[src/hob_pkg.sv]
// Shared constants, codes and control types for the Hall/observer angle blend.
package hob_pkg;

   // Fixed-point constants in the angle and weight formats.
   localparam int Q15_ONE_I         = 32767;
   localparam int W_EIGHT_TENTHS_I  = Q15_ONE_I * 8 / 10;
   localparam int W_THREE_QUART_I   = Q15_ONE_I * 3 / 4;
   localparam int W_QUARTER_I       = Q15_ONE_I / 4;
   localparam int PI_Q16_I          = 205888;
   localparam int TWO_PI_Q16_I      = 411775;
   localparam int HYSTERESIS_DEF    = 328;

   localparam logic [14:0] Q15_ONE        = 15'(Q15_ONE_I);
   localparam logic [14:0] W_EIGHT_TENTHS = 15'(W_EIGHT_TENTHS_I);
   localparam logic [14:0] W_THREE_QUART  = 15'(W_THREE_QUART_I);
   localparam logic [14:0] W_QUARTER      = 15'(W_QUARTER_I);

   // Divider geometry: the quotient is known to fit in DIV_STEPS bits.
   localparam int NUM_W     = 34;
   localparam int DEN_W     = 19;
   localparam int DIV_STEPS = 16;
   localparam int DIV_CNT_W = $clog2(DIV_STEPS);

   // Speed regions.
   localparam logic [2:0] RGN_HALL  = 3'd0;
   localparam logic [2:0] RGN_OBS   = 3'd1;
   localparam logic [2:0] RGN_UPPER = 3'd2;
   localparam logic [2:0] RGN_MAIN  = 3'd3;
   localparam logic [2:0] RGN_LOW   = 3'd4;

   // Source codes on the result.
   localparam logic [1:0] SRC_HALL  = 2'd0;
   localparam logic [1:0] SRC_OBS   = 2'd1;
   localparam logic [1:0] SRC_BLEND = 2'd2;

   // Configuration register indexes.
   localparam logic [2:0] REG_HALL_ONLY   = 3'd0;
   localparam logic [2:0] REG_BLEND_START = 3'd1;
   localparam logic [2:0] REG_BLEND_END   = 3'd2;
   localparam logic [2:0] REG_OBS_ONLY    = 3'd3;
   localparam logic [2:0] REG_MIS_LIMIT   = 3'd4;
   localparam logic [2:0] REG_MIS_COUNT   = 3'd5;
   localparam logic [2:0] REG_RATE_UP     = 3'd6;
   localparam logic [2:0] REG_RATE_DOWN   = 3'd7;

   // Commands from the controller to the datapath.
   typedef struct packed {
      logic capture;
      logic calc;
      logic hyst;
      logic mul_rate;
      logic rate;
      logic mul_fuse;
      logic load_out;
   } hob_cmd_type;

   // Status from the datapath to the controller.
   typedef struct packed {
      logic div_done;
   } hob_sts_type;

endpackage

[src/hob_div.sv]
// Restoring divider, one quotient bit per cycle, for the ramp weight.
module hob_div
   import hob_pkg::*;
(
   input  logic                 clock,
   input  logic                 reset,
   input  logic                 start,
   input  logic [NUM_W-1:0]     num,
   input  logic [DEN_W-1:0]     den,
   output logic [DIV_STEPS-1:0] quot,
   output logic                 done
);

   logic                 busy_ff, busy_in;
   logic                 done_ff, done_in;
   logic [DIV_CNT_W-1:0] cnt_ff, cnt_in;
   logic [DEN_W:0]       rem_ff, rem_in;
   logic [DIV_STEPS-1:0] low_ff, low_in;
   logic [DIV_STEPS-1:0] quot_ff, quot_in;
   logic [DEN_W-1:0]     den_ff, den_in;
   logic [DEN_W:0]       trial;

   // One shift-and-subtract step per cycle while busy.
   always_comb begin
      busy_in = busy_ff;
      done_in = 1'b0;
      cnt_in  = cnt_ff;
      rem_in  = rem_ff;
      low_in  = low_ff;
      quot_in = quot_ff;
      den_in  = den_ff;
      trial   = {rem_ff[DEN_W-1:0], low_ff[DIV_STEPS-1]};
      if (start) begin
         busy_in = 1'b1;
         cnt_in  = '0;
         rem_in  = (DEN_W+1)'(num[NUM_W-1:DIV_STEPS]);
         low_in  = num[DIV_STEPS-1:0];
         den_in  = den;
      end else if (busy_ff) begin
         low_in = {low_ff[DIV_STEPS-2:0], 1'b0};
         if (trial >= {1'b0, den_ff}) begin
            rem_in  = trial - {1'b0, den_ff};
            quot_in = {quot_ff[DIV_STEPS-2:0], 1'b1};
         end else begin
            rem_in  = trial;
            quot_in = {quot_ff[DIV_STEPS-2:0], 1'b0};
         end
         cnt_in = cnt_ff + 1'b1;
         if (cnt_ff == DIV_CNT_W'(DIV_STEPS - 1)) begin
            busy_in = 1'b0;
            done_in = 1'b1;
         end
      end
   end

   always_ff @(posedge clock) begin
      if (reset) begin
         busy_ff <= 1'b0;
         done_ff <= 1'b0;
         cnt_ff  <= '0;
      end else begin
         busy_ff <= busy_in;
         done_ff <= done_in;
         cnt_ff  <= cnt_in;
      end
      rem_ff  <= rem_in;
      low_ff  <= low_in;
      quot_ff <= quot_in;
      den_ff  <= den_in;
   end

   assign quot = quot_ff;
   assign done = done_ff;

`ifndef SYNTHESIS
   // Completion is only ever flagged at the end of a running division.
   a_done_after_busy: assert property (@(posedge clock) disable iff (reset)
      done_ff |-> $past(busy_ff))
      else $error("divider done without a running division");
`endif

endmodule

[src/hob_dp.sv]
// Datapath: configuration, blend state, speed-to-weight, rate limit and angle fusion.
module hob_dp
   import hob_pkg::*;
#(
   parameter int HYSTERESIS_STEP = HYSTERESIS_DEF
)
(
   input  logic               clock,
   input  logic               reset,
   input  hob_cmd_type        cmd,
   output hob_sts_type        sts,
   input  logic [18:0]        hall_angle,
   input  logic [18:0]        observer_angle,
   input  logic               hall_valid,
   input  logic               observer_tracking,
   input  logic signed [15:0] speed,
   input  logic [15:0]        tick_period,
   input  logic               csr_we,
   input  logic [2:0]         csr_addr,
   input  logic [17:0]        csr_wdata,
   output logic [18:0]        fused_angle,
   output logic [1:0]         source,
   output logic [14:0]        blend_weight,
   output logic signed [18:0] angle_gap,
   output logic               mismatch_fault,
   output logic               in_transition
);

   // Configuration registers.
   logic [14:0] hall_only_ff, blend_start_ff, blend_end_ff, obs_only_ff;
   logic [17:0] mis_limit_ff;
   logic [15:0] mis_count_lim_ff;
   logic [14:0] rate_up_ff, rate_down_ff;

   always_ff @(posedge clock) begin
      if (reset) begin
         hall_only_ff     <= '0;
         blend_start_ff   <= '0;
         blend_end_ff     <= '0;
         obs_only_ff      <= '0;
         mis_limit_ff     <= '0;
         mis_count_lim_ff <= '0;
         rate_up_ff       <= '0;
         rate_down_ff     <= '0;
      end else if (csr_we) begin
         case (csr_addr)
            REG_HALL_ONLY:   hall_only_ff     <= csr_wdata[14:0];
            REG_BLEND_START: blend_start_ff   <= csr_wdata[14:0];
            REG_BLEND_END:   blend_end_ff     <= csr_wdata[14:0];
            REG_OBS_ONLY:    obs_only_ff      <= csr_wdata[14:0];
            REG_MIS_LIMIT:   mis_limit_ff     <= csr_wdata;
            REG_MIS_COUNT:   mis_count_lim_ff <= csr_wdata[15:0];
            REG_RATE_UP:     rate_up_ff       <= csr_wdata[14:0];
            REG_RATE_DOWN:   rate_down_ff     <= csr_wdata[14:0];
            default:         rate_down_ff     <= rate_down_ff;
         endcase
      end
   end

   // Captured request.
   logic [18:0]        hall_ff, obs_ff;
   logic               hv_ff, ot_ff;
   logic signed [15:0] spd_ff;
   logic [15:0]        dt_ff;

   always_ff @(posedge clock) begin
      if (cmd.capture) begin
         hall_ff <= hall_angle;
         obs_ff  <= observer_angle;
         hv_ff   <= hall_valid;
         ot_ff   <= observer_tracking;
         spd_ff  <= speed;
         dt_ff   <= tick_period;
      end
   end

   // Blend state.
   logic [14:0] weight_ff, weight_in;
   logic        hall_side_ff, hall_side_in;
   logic        obs_side_ff, obs_side_in;
   logic [15:0] cnt_ff, cnt_in;
   logic        fault_ff, fault_in;
   logic [18:0] gap_ff;
   logic [2:0]  rgn_ff;
   logic        rng_zero_ff;
   logic [14:0] tgt_ff;
   logic signed [36:0] prod_ff;

   // Speed magnitude, wrapped gap and region selection.
   logic [15:0]        spd_mag;
   logic [14:0]        s_abs;
   logic signed [19:0] diff, gap_w;
   logic [18:0]        agap;
   logic [2:0]         rgn_c;
   logic [14:0]        lo_c, hi_c, rng_c, pos_c;
   logic [29:0]        pos_q15;
   logic [NUM_W-1:0]   num_c;
   logic [DEN_W-1:0]   den_c;
   logic [15:0]        cnt_inc;

   always_comb begin
      spd_mag = spd_ff[15] ? (~spd_ff + 16'd1) : spd_ff;
      s_abs   = spd_mag[15] ? Q15_ONE : spd_mag[14:0];
      diff    = $signed({1'b0, obs_ff}) - $signed({1'b0, hall_ff});
      if (diff > 20'sd205888)       gap_w = diff - 20'(TWO_PI_Q16_I);
      else if (diff < -20'sd205888) gap_w = diff + 20'(TWO_PI_Q16_I);
      else                          gap_w = diff;
      agap = gap_w[19] ? 19'(-gap_w) : gap_w[18:0];

      lo_c = hall_only_ff;
      hi_c = blend_start_ff;
      if (s_abs <= hall_only_ff) begin
         rgn_c = RGN_HALL;
      end else if (s_abs >= obs_only_ff) begin
         rgn_c = RGN_OBS;
      end else if (s_abs >= blend_end_ff) begin
         rgn_c = RGN_UPPER;
         lo_c  = blend_end_ff;
         hi_c  = obs_only_ff;
      end else if (s_abs >= blend_start_ff) begin
         rgn_c = RGN_MAIN;
         lo_c  = blend_start_ff;
         hi_c  = blend_end_ff;
      end else begin
         rgn_c = RGN_LOW;
      end
      rng_c   = hi_c - lo_c;
      pos_c   = s_abs - lo_c;
      // pos * 32767 by shift and subtract; the ramp scale folds into num_c and den_c.
      pos_q15 = {pos_c, 15'd0} - {15'd0, pos_c};
      if (rgn_c == RGN_MAIN) begin
         num_c = {1'b0, pos_q15, 3'd0};
         den_c = {1'b0, rng_c, 3'd0} + {3'd0, rng_c, 1'b0};
      end else if (rgn_c == RGN_UPPER) begin
         num_c = {4'd0, pos_q15};
         den_c = {2'd0, rng_c, 2'd0} + {4'd0, rng_c};
      end else begin
         num_c = {4'd0, pos_q15};
         den_c = {1'b0, rng_c, 3'd0} + {3'd0, rng_c, 1'b0};
      end

      // Mismatch supervision with a saturating counter.
      cnt_in   = cnt_ff;
      fault_in = fault_ff;
      cnt_inc  = (cnt_ff == 16'hFFFF) ? cnt_ff : cnt_ff + 16'd1;
      if (cmd.calc) begin
         if (agap > {1'b0, mis_limit_ff}) begin
            cnt_in = cnt_inc;
            if (cnt_inc > mis_count_lim_ff) fault_in = 1'b1;
         end else begin
            cnt_in   = (cnt_ff != 16'd0) ? cnt_ff - 16'd1 : cnt_ff;
            fault_in = 1'b0;
         end
      end
   end

   logic [DIV_STEPS-1:0] quot;
   logic                 div_done;

   hob_div u_div (
      .clock (clock),
      .reset (reset),
      .start (cmd.calc),
      .num   (num_c),
      .den   (den_c),
      .quot  (quot),
      .done  (div_done)
   );

   assign sts.div_done = div_done;

   // Target weight from the region, then the hysteresis step limit.
   logic [14:0] tgt0, tgt_c;
   logic [16:0] w17, hs17, up_lim, dn_lim;

   always_comb begin
      case (rgn_ff)
         RGN_HALL:  tgt0 = 15'd0;
         RGN_OBS:   tgt0 = Q15_ONE;
         RGN_UPPER: tgt0 = W_EIGHT_TENTHS + quot[14:0];
         default:   tgt0 = quot[14:0];
      endcase
      if (rng_zero_ff && rgn_ff != RGN_HALL && rgn_ff != RGN_OBS) tgt0 = 15'd0;
      w17    = {2'd0, weight_ff};
      hs17   = 17'(HYSTERESIS_STEP);
      up_lim = w17 + hs17;
      dn_lim = w17 - hs17;
      tgt_c  = tgt0;
      if (hall_side_ff && tgt0 > weight_ff) begin
         if (up_lim < {2'd0, tgt0}) tgt_c = up_lim[14:0];
      end else if (obs_side_ff && tgt0 < weight_ff) begin
         if ($signed(dn_lim) > $signed({2'd0, tgt0})) tgt_c = dn_lim[14:0];
      end
   end

   // Shared multiplier: rate times tick period, later gap times weight.
   logic signed [19:0] mul_a;
   logic signed [16:0] mul_b;

   always_comb begin
      if (cmd.mul_fuse) begin
         mul_a = {gap_ff[18], gap_ff};
         mul_b = {2'd0, weight_ff};
      end else begin
         mul_a = {5'd0, (tgt_ff > weight_ff) ? rate_up_ff : rate_down_ff};
         mul_b = {1'b0, dt_ff};
      end
   end

   // Rate-limited weight step and side flags from the old weight.
   logic [15:0] step, step_e;
   logic [16:0] sum17, dif17;

   always_comb begin
      step      = prod_ff[31:16];
      step_e    = (step == 16'd0) ? 16'd1 : step;
      sum17     = w17 + {1'b0, step_e};
      dif17     = w17 - {1'b0, step_e};
      weight_in = weight_ff;
      if (tgt_ff > weight_ff) begin
         weight_in = (sum17 > {2'd0, tgt_ff}) ? tgt_ff : sum17[14:0];
      end else if (tgt_ff < weight_ff) begin
         weight_in = ($signed(dif17) < $signed({2'd0, tgt_ff})) ? tgt_ff : dif17[14:0];
      end
      hall_side_in = hall_side_ff;
      obs_side_in  = obs_side_ff;
      if (weight_ff < W_QUARTER) begin
         hall_side_in = 1'b1;
         obs_side_in  = 1'b0;
      end else if (weight_ff > W_THREE_QUART) begin
         hall_side_in = 1'b0;
         obs_side_in  = 1'b1;
      end
   end

   always_ff @(posedge clock) begin
      if (reset) begin
         weight_ff    <= '0;
         hall_side_ff <= 1'b1;
         obs_side_ff  <= 1'b0;
         cnt_ff       <= '0;
         fault_ff     <= 1'b0;
      end else begin
         cnt_ff   <= cnt_in;
         fault_ff <= fault_in;
         if (cmd.rate) begin
            weight_ff    <= weight_in;
            hall_side_ff <= hall_side_in;
            obs_side_ff  <= obs_side_in;
         end
      end
      if (cmd.calc) begin
         gap_ff      <= gap_w[18:0];
         rgn_ff      <= rgn_c;
         rng_zero_ff <= (rng_c == 15'd0);
      end
      if (cmd.hyst) tgt_ff <= tgt_c;
      if (cmd.mul_rate || cmd.mul_fuse) prod_ff <= 37'(mul_a) * 37'(mul_b);
   end

   // Angle fusion along the shortest arc.
   logic signed [19:0] offs;
   logic signed [20:0] fsum, fwrap;
   logic [18:0]        fused_c;
   logic [1:0]         src_rgn, src_c;

   always_comb begin
      offs = prod_ff[34:15];
      fsum = $signed({2'd0, hall_ff}) + 21'(offs);
      if (fsum >= 21'sd411775) fwrap = fsum - 21'sd411775;
      else if (fsum < 21'sd0)  fwrap = fsum + 21'sd411775;
      else                     fwrap = fsum;
      case (rgn_ff)
         RGN_OBS:   src_rgn = SRC_OBS;
         RGN_UPPER: src_rgn = SRC_BLEND;
         RGN_MAIN:  src_rgn = SRC_BLEND;
         default:   src_rgn = SRC_HALL;
      endcase
      if (!hv_ff) begin
         fused_c = obs_ff;
         src_c   = SRC_OBS;
      end else if (!ot_ff) begin
         fused_c = hall_ff;
         src_c   = SRC_HALL;
      end else if (weight_ff == 15'd0) begin
         fused_c = hall_ff;
         src_c   = src_rgn;
      end else if (weight_ff == Q15_ONE) begin
         fused_c = obs_ff;
         src_c   = src_rgn;
      end else begin
         fused_c = fwrap[18:0];
         src_c   = SRC_BLEND;
      end
   end

   // Result register.
   always_ff @(posedge clock) begin
      if (cmd.load_out) begin
         fused_angle    <= fused_c;
         source         <= src_c;
         blend_weight   <= weight_ff;
         angle_gap      <= gap_ff;
         mismatch_fault <= fault_ff;
         in_transition  <= (rgn_ff == RGN_UPPER) || (rgn_ff == RGN_MAIN);
      end
   end

`ifndef SYNTHESIS
   // The fault can only stand while mismatches have been counted.
   a_fault_has_count: assert property (@(posedge clock) disable iff (reset)
      fault_ff |-> (cnt_ff != 16'd0))
      else $error("mismatch fault set with an empty counter");
`endif

endmodule

[src/hob_ctrl.sv]
// Controller: sequences one request through divider, rate limit and fusion.
module hob_ctrl
   import hob_pkg::*;
(
   input  logic        clock,
   input  logic        reset,
   input  logic        req_tvalid,
   output logic        req_tready,
   output logic        rsp_tvalid,
   input  logic        rsp_tready,
   input  hob_sts_type sts,
   output hob_cmd_type cmd
);

   localparam logic [2:0] S_IDLE = 3'd0;
   localparam logic [2:0] S_CALC = 3'd1;
   localparam logic [2:0] S_DIV  = 3'd2;
   localparam logic [2:0] S_HYST = 3'd3;
   localparam logic [2:0] S_RMUL = 3'd4;
   localparam logic [2:0] S_RATE = 3'd5;
   localparam logic [2:0] S_FMUL = 3'd6;
   localparam logic [2:0] S_FUSE = 3'd7;

   logic [2:0] state_ff, state_in;
   logic       rsp_valid_ff, rsp_valid_in;
   logic       out_free;

   // Next state and command decode.
   always_comb begin
      state_in = state_ff;
      cmd      = '0;
      out_free = !rsp_valid_ff || rsp_tready;
      case (state_ff)
         S_IDLE: begin
            if (req_tvalid) begin
               cmd.capture = 1'b1;
               state_in    = S_CALC;
            end
         end
         S_CALC: begin
            cmd.calc = 1'b1;
            state_in = S_DIV;
         end
         S_DIV: begin
            if (sts.div_done) state_in = S_HYST;
         end
         S_HYST: begin
            cmd.hyst = 1'b1;
            state_in = S_RMUL;
         end
         S_RMUL: begin
            cmd.mul_rate = 1'b1;
            state_in     = S_RATE;
         end
         S_RATE: begin
            cmd.rate = 1'b1;
            state_in = S_FMUL;
         end
         S_FMUL: begin
            cmd.mul_fuse = 1'b1;
            state_in     = S_FUSE;
         end
         S_FUSE: begin
            if (out_free) begin
               cmd.load_out = 1'b1;
               state_in     = S_IDLE;
            end
         end
         default: state_in = S_IDLE;
      endcase
      if (cmd.load_out)    rsp_valid_in = 1'b1;
      else if (rsp_tready) rsp_valid_in = 1'b0;
      else                 rsp_valid_in = rsp_valid_ff;
   end

   always_ff @(posedge clock) begin
      if (reset) begin
         state_ff     <= S_IDLE;
         rsp_valid_ff <= 1'b0;
      end else begin
         state_ff     <= state_in;
         rsp_valid_ff <= rsp_valid_in;
      end
   end

   assign req_tready = (state_ff == S_IDLE);
   assign rsp_tvalid = rsp_valid_ff;

`ifndef SYNTHESIS
   // An accepted request always starts the calculation step.
   a_accept_calc: assert property (@(posedge clock) disable iff (reset)
      (req_tvalid && req_tready) |=> (state_ff == S_CALC))
      else $error("accepted request did not start calculation");

   // A new result never overwrites one that is still waiting.
   a_no_overwrite: assert property (@(posedge clock) disable iff (reset)
      cmd.load_out |-> (!rsp_valid_ff || rsp_tready))
      else $error("result register overwritten while full");
`endif

endmodule

[src/hall_observer_angle_blend.sv]
// Top level of the Hall/observer rotor-angle blend.
//
// Usage: one request per control tick on the req_ stream carries both rotor
// angles, the validity flags, the signed speed and the tick period. One
// response per request on the rsp_ stream carries the fused angle, the source,
// the rate-limited weight, the wrapped angle gap and the status flags.
// Thresholds, mismatch limits and rates are written through the csr_ port;
// the user must do so only while no request is in flight, and the block
// itself does not enforce it. The 16-step divider for the ramp weight takes
// most of the time of a request, and a new request is only accepted once the
// current result is loaded. A finished response waits in its own register,
// so the next request is accepted while it is held; if the receiver stalls
// until the next result is ready, the block holds that result and stops
// accepting until the register frees. Reset clears all configuration, the
// weight, the mismatch counter and the fault flag, sets the side flags to
// the Hall side and empties the response register.
module hall_observer_angle_blend
   import hob_pkg::*;
#(
   parameter int HYSTERESIS_STEP = HYSTERESIS_DEF
)
(
   input  logic        clock,
   input  logic        reset,
   input  logic        req_tvalid,
   output logic        req_tready,
   // [18:0] hall_angle, [37:19] observer_angle, [53:38] speed,
   // [69:54] tick_period, [71:70] zero
   input  logic [71:0] req_tdata,
   // [0] hall_valid, [1] observer_tracking
   input  logic [1:0]  req_tuser,
   output logic        rsp_tvalid,
   input  logic        rsp_tready,
   // [18:0] fused_angle, [33:19] blend_weight, [52:34] angle_gap,
   // [53] mismatch_fault, [54] in_transition, [55] zero
   output logic [55:0] rsp_tdata,
   // [1:0] source
   output logic [1:0]  rsp_tuser,
   input  logic        csr_we,
   input  logic [2:0]  csr_addr,
   input  logic [17:0] csr_wdata
);

   hob_cmd_type        cmd;
   hob_sts_type        sts;
   logic [18:0]        fused_angle;
   logic [1:0]         source;
   logic [14:0]        blend_weight;
   logic signed [18:0] angle_gap;
   logic               mismatch_fault;
   logic               in_transition;

   hob_ctrl u_ctrl (
      .clock      (clock),
      .reset      (reset),
      .req_tvalid (req_tvalid),
      .req_tready (req_tready),
      .rsp_tvalid (rsp_tvalid),
      .rsp_tready (rsp_tready),
      .sts        (sts),
      .cmd        (cmd)
   );

   hob_dp #(
      .HYSTERESIS_STEP (HYSTERESIS_STEP)
   ) u_dp (
      .clock             (clock),
      .reset             (reset),
      .cmd               (cmd),
      .sts               (sts),
      .hall_angle        (req_tdata[18:0]),
      .observer_angle    (req_tdata[37:19]),
      .hall_valid        (req_tuser[0]),
      .observer_tracking (req_tuser[1]),
      .speed             ($signed(req_tdata[53:38])),
      .tick_period       (req_tdata[69:54]),
      .csr_we            (csr_we),
      .csr_addr          (csr_addr),
      .csr_wdata         (csr_wdata),
      .fused_angle       (fused_angle),
      .source            (source),
      .blend_weight      (blend_weight),
      .angle_gap         (angle_gap),
      .mismatch_fault    (mismatch_fault),
      .in_transition     (in_transition)
   );

   assign rsp_tdata = {1'b0, in_transition, mismatch_fault, angle_gap,
                       blend_weight, fused_angle};
   assign rsp_tuser = source;

endmodule

[config.mk]
export PLATFORM = sky130hd
export DESIGN_NAME = hall_observer_angle_blend
export DESIGN_NICKNAME = d
export VERILOG_FILES = /design/src/hob_pkg.sv /design/src/hob_div.sv /design/src/hob_dp.sv /design/src/hob_ctrl.sv /design/src/hall_observer_angle_blend.sv
export SDC_FILE = /design/constraint.sdc
export NUM_CORES = 2
export LEC_CHECK = 0
export ABC_CLOCK_PERIOD_IN_PS = 15100
export BUFFER_PORTS_ARGS = -buffer_cell sky130_fd_sc_hd__clkbuf_2
export CORE_MARGIN = 4
export CORE_UTILIZATION = 55
export CTS_CLUSTER_DIAMETER = 100
export DETAILED_ROUTE_END_ITERATION = 8
export PLACE_DENSITY = 0.83
export SLEW_MARGIN = 0
export SYNTH_ARGS = -nofsm -noshare
export SYNTH_HDL_FRONTEND = slang
export SYNTH_HIERARCHICAL = 1
export SYNTH_SLANG_ARGS = --single-unit
[constraint.sdc]
create_clock -name clock -period 15.1 [get_ports clock]
set_clock_uncertainty 0.05 [all_clocks]
set_input_delay 3.02 -clock clock [delete_from_list [all_inputs] [get_ports clock]]
set_output_delay 3.02 -clock clock [all_outputs]
set_load 0.03 [all_outputs]
== Yosys cells after proc, flatten, opt, wreduce, memory -nomap -nowiden ==
Cells that the tools add are included.

* Bits of input ports: 100
* Register bits after elaboration: 439

* Reductions and logical operators: 39
* Bitwise logic cells: 3
* Multipliers: 1
* Eq/ne operators: 27
* Multiplexer cells: 78
* Add/subtract/negate cells: 22
* $lt $le $gt $ge: 21

{| class="wikitable"
|+ Operator list
! operator !! number
|-
| two-way mux 15 bit || 19
|-
| two-way mux 19 bit || 10
|-
| two-way mux 16 bit || 8
|-
| two-way mux 20 bit || 3
|-
| greater-or-equal comparator 15 bit || 3
|-
| case mux 15 bit (3 select lines) || 1
|-
| two-way mux 18 bit || 2
|-
| multiplier 20 x 17 -> 35 bit || 1
|-
| two-way mux 33 bit || 1
|-
| adder 16 x 1 -> 16 bit (second input constant) || 2
|-
| > comparator 15 bit || 2
|-
| logical NOT 15 bit || 2
|-
| < comparator 15 bit || 2
|-
| subtractor 15 bit || 2
|-
| subtractor 30 x 15 -> 30 bit || 1
|-
| AND reduction 2 bit || 14
|-
| equality test 3 x 2 -> 1 bit (second input constant) || 8
|-
| equality test 3 bit (second input constant) || 8
|-
| case mux 3 bit (8 select lines) || 1
|-
| two-way mux 1 bit || 23
|-
| adder 20 x 20 -> 21 bit || 1
|-
| greater-or-equal comparator 21 x 20 -> 1 bit (second input constant) || 1
|-
| < comparator 21 x 1 -> 1 bit (second input constant) || 1
|-
| two-way mux 3 bit || 7
|-
| 50 further kinds || 68
|}

== Depth between registers and ports, before layout ==
* Depth in word-level cells: 13
* Depth in mapped cells: 43
* Gate-level depth less buffers: 40

== By module ==
The synthesis kept the hierarchy.

{| class="wikitable"
|+ By module, submodules not included
! module !! cells an instance !! area an instance (µm²) !! instances !! seq. area each (µm²)
|-
| hob_dp || 4640 || 39046.2 || 1 || 8778.4
|-
| hob_div || 337 || 4038.9 || 1 || 2212.1
|-
| hob_ctrl || 31 || 259.0 || 1 || 80.1
|-
| hall_observer_angle_blend || 4 || 26.3 || 1 || 0.0
|}

== Least setup slack after synthesis ==
No wires, ideal clock.

* Kind: reg2reg
* Start: register u_dp.weight_ff[1]
* End: register u_dp.prod_ff[34] (data pin)
* Period minus slack after synthesis: 10.461 ns
* Data required time: 14.790 ns
* Stages on the path, launching flop included: 41
* Data arrival time: 10.151 ns
* Library setup time: 0.260 ns
* Slack: 4.639 ns
* Cells stage by stage: dfxtp_1 -> clkbuf_1 -> inv_1 -> ha_1 -> nor2b_1 -> o21a_1 -> o21a_1 -> o21a_1 -> o21a_1 -> o21a_1 -> o21bai_1 -> a21o_1 -> a21o_1 -> clkbuf_1 -> clkbuf_1 -> mux2i_1 -> a21oi_1 -> clkbuf_1 -> [... 5 more ...] -> inv_1 -> fa_1 -> inv_1 -> fa_1 -> inv_1 -> ha_1 -> a2111oi_0 -> a211oi_1 -> o21a_1 -> a211oi_1 -> o21ai_0 -> a31oi_1 -> o311a_1 -> o31ai_1 -> or4_1 -> a31o_2 -> a21oi_1 -> xnor2_1

* Cells in the longest elaborated chain, start to end: 4
* Elaborated cells on any way between the ends: 5

{| class="wikitable"
|+ Ends and longest elaborated chain
! item !! RTL line !! source
|-
| start: declaration || hob_dp.sv:78 || <nowiki>logic [14:0] weight_ff, weight_in;</nowiki>
|-
| start signal: assignment || hob_dp.sv:247 || <nowiki>weight_ff <= weight_in;</nowiki>
|-
| > comparator 15 bit || hob_dp.sv:205 || <nowiki>mul_a = {5'd0, (tgt_ff > weight_ff) ? rate_up_ff : rate_down_ff};</nowiki>
|-
| two-way mux 15 bit || hob_dp.sv:205 ||
|-
| two-way mux 20 bit || hob_dp.sv:201 || <nowiki>if (cmd.mul_fuse) begin</nowiki>
|-
| multiplier 20 x 17 -> 35 bit (*) || hob_dp.sv:258 || <nowiki>if (cmd.mul_rate || cmd.mul_fuse) prod_ff <= 37'(mul_a) * 37'(mul_b);</nowiki>
|-
| end signal: assignment || hob_dp.sv:258 ||
|-
| end: declaration || hob_dp.sv:87 || <nowiki>logic signed [36:0] prod_ff;</nowiki>
|}

Mark *: on every way between the ends. The rest lies on a longest branch, timed or not.
A chain may end at the register's enable or synchronous reset.

== Worst setup path in the final report ==
Ends and elaborated chain as after synthesis.

==> impl_metrics.csv <==
group,metric,value,unit
power_and_ir_drop,leakage,20.2,nW
run_status,status,"finished clean",
worst_setup_path,max_stage_delay,920,ps
worst_setup_path,path_delay_family,"compound AO/OA/AOI/OAI gates",
clock_network,root_buffer,"clkbuf_16",
detailed_routing,initialDrtViolationCount,3784,
die,pin_count,160,
timing,whs,392,ps
clock_network,clock-sinks,424,
die,core,0.0777,sq mm
clock_network,ctsResizeCount,0,
detailed_routing,viasPerCell,6.07,
timing,grt_setup_unrepaired,"false",
power_and_ir_drop,peakVddDrop,152,uV
power_and_ir_drop,p_int,3.31,mW
yosys,avgSynthCellArea,8.65,sq um
die,rows,102,
clock_network,clk_pin_slew,60,ps
yosys,synthCells,5011,
clock_network,post-cts-setup-buffers,0,
detailed_routing,drc,0,
worst_setup_path,setup.worst_path.end_class,"flip-flop",
job,drv_cap,0,
worst_setup_path,worstPathArrival,12120,ps
power_and_ir_drop,power_switching,2.38,mW
power_and_ir_drop,swShare,41.9,%
worst_setup_path,cp.required,15430,ps
power_and_ir_drop,pwr-share-comb,50.8,%
clock_network,cts_hold_buf,0,
final_layout,drive_above_1_share,8.04,%
power_and_ir_drop,clockPowerShare,22.7,%
grt,track_usage,28.6,%
die,die_area,0.0834,sq mm
power_and_ir_drop,seqPwrFrac,26.5,%
timing,worst_slew_pin_slew,1190,ps
detailed_routing,drt-pass1-iter-count,6,
detailed_routing,wl,122,mm
die,die_height,289,um
final_layout,multi_input_area,0.0289,sq mm
clock_network,numCtsBuffers,51,
final_layout,stdcell_count,6127,
timing,slew-limit-headroom,20.2,%
hold_path,min-delay-path-class,"flip-flop to flip-flop",
timing,period_minus_slack,11790,ps
final_layout,nFillCells,6424,
place,port_buffers,156,
timing,setup_violations,0,
place,routabilityCongestion,1.01,
worst_setup_path,critPathKind,"flip-flop to flip-flop",
final_layout,fin_nets,5862,
place,post-place-cells,6033,
final_layout,areaGrowthSynthToFinish,7.75,%
detailed_routing,num_vias,37200,
clock_network,clock_latency,630,ps
grt,grt_pass1_vias,36200,
worst_setup_path,crit_fanout,17,
yosys,yosysWarnings,6,
grt,grt-ovfl-total,0,
place,dp_hpwl,93.0,mm
timing,fin_setup_tns,0,ps
final_layout,fin_area,0.0467,sq mm
timing,fin_crit_sh,78.1,%
grt,grt_max_degree,83,
power_and_ir_drop,finalPower,5.69,mW
power_and_ir_drop,power_density,122,mW/mm^2
grt,grt_pass1_wl,191,mm
timing,max_freq,0.0848,GHz
place,placed_area,0.0449,sq mm
die,die_w,289,um
detailed_routing,wl_per_cell,19.9,um
final_layout,layout.area.seq,0.0110,sq mm
final_layout,diodes,0,
grt,antenna_found_initial,1,
die,start_util,55.8,%
clock_network,cts_tree,"built",
timing,hold_viol,0,
clock_network,clk_path_buf_depth,3,
worst_setup_path,cp-start-kind,"flip-flop",
timing,slew_violations,0,
clock_network,h-tree-depth,2,
worst_setup_path,critPathBufInv,7,
yosys,synth.cell_area,0.0433,sq mm
worst_setup_path,cpMaxStageDelayCell,"a21o_1",
detailed_routing,ant_nets,0,
[path summary, 6_finish.rpt]
check	slack (ps)	depth (start not counted)	to	from
setup / recovery	3310	39	u_dp/prod_ff[34]	u_dp/weight_ff[1]
hold / removal	390	0	u_dp/mismatch_fault	u_dp/fault_ff
setup reg to reg	3310	39	u_dp/prod_ff[34]	u_dp/weight_ff[1]
hold reg to reg	390	0	u_dp/mismatch_fault	u_dp/fault_ff
[cells in the final DEF (no fill, tap or decap), drive strengths merged, types with 13 or more instances in the layout]
cell type    n
inv        685
nand2      655
ha         408
a21oi      345
fa         308
nor2       270
edfxtp     255
clkbuf     216
dfxtp      169
xnor2      169
o21ai      161
nor2b      113
nand3       94
a21o        86
nor3        83
xor2        75
mux2i       69
o21a        62
and3        56
nand4       54
o22ai       54
buf         53
mux2        46
o31ai       44
nand2b      43
and2        38
a22oi       36
a31oi       36
or3         33
nor4        29
a211oi      24
or2         24
o211ai      22
a21boi      19
a32oi       18
o32ai       16
clkinv      14
o21bai      13
[registers in the layout, summed over array words and instances (netlist names), 16 cells and up]
name                   flops
u_dp/prod_ff              20
u_dp/angle_gap            19
u_dp/fused_angle          19
u_dp/gap_ff               19
u_dp/hall_ff              19
u_dp/obs_ff               19
u_dp/u_div/den_ff         19
u_dp/u_div/rem_ff         19
u_dp/mis_limit_ff         18
u_dp/cnt_ff               16
u_dp/dt_ff                16
u_dp/mis_count_lim_ff     16
u_dp/spd_ff               16
u_dp/u_div/low_ff         16
[power by group through the flow]
| stage | combinational (mW) | clock [mW] | sequential, mW |
|---|---|---|---|
| 2_1_floorplan | 2.21 | 0 | 1.48 |
| 3_3_place_gp | 2.70 | 0 | 1.52 |
| 3_5_place_dp | 2.80 | 0 | 1.53 |
| 4_1_cts | 2.84 | 1.31 | 1.50 |
| 5_1_grt | 3.18 | 1.36 | 1.51 |
| 6_report | 2.89 | 1.29 | 1.51 |
[through the flow]
step	util, %	worst slack [ps]
4_1_cts	60.1	3410
5_1_grt	60.1	2620
3_5_place_dp	57.8	3500
3_3_place_gp	57.8	3660
6_report	60.1	3310
2_1_floorplan	-	4640
[per-layer routing]
metal | global-route usage (%) | routed length, um | vias up
li1 | - | - | 17200
met3 | 6.22 | 12400 | 343
met1 | 37.3 | 48300 | 17800
met2 | 46.2 | 55600 | 1846
met5 | 0 | 0 | -
met4 | 12.2 | 5460 | 0
[worst reg2reg max path: cells and delay by family (launching register included)]
kind            cells  cell delay (ps)
compound gates     19             5360
fa+ha+maj           8             3690
buf+inv             7              910
simple gates        3              770
mux                 1              390
flops               1              310
xor+xnor            1               90
[layout make-up]
type	count	area share, %
timing repair buffer	208	2.51
inverter	676	5.44
clock buffer	61	2.99
sequential	424	23.6
clock inverter	33	0.823
multi-input combinational	3685	61.8
tap	1040	2.79
(Power assumes the default switching activity.)
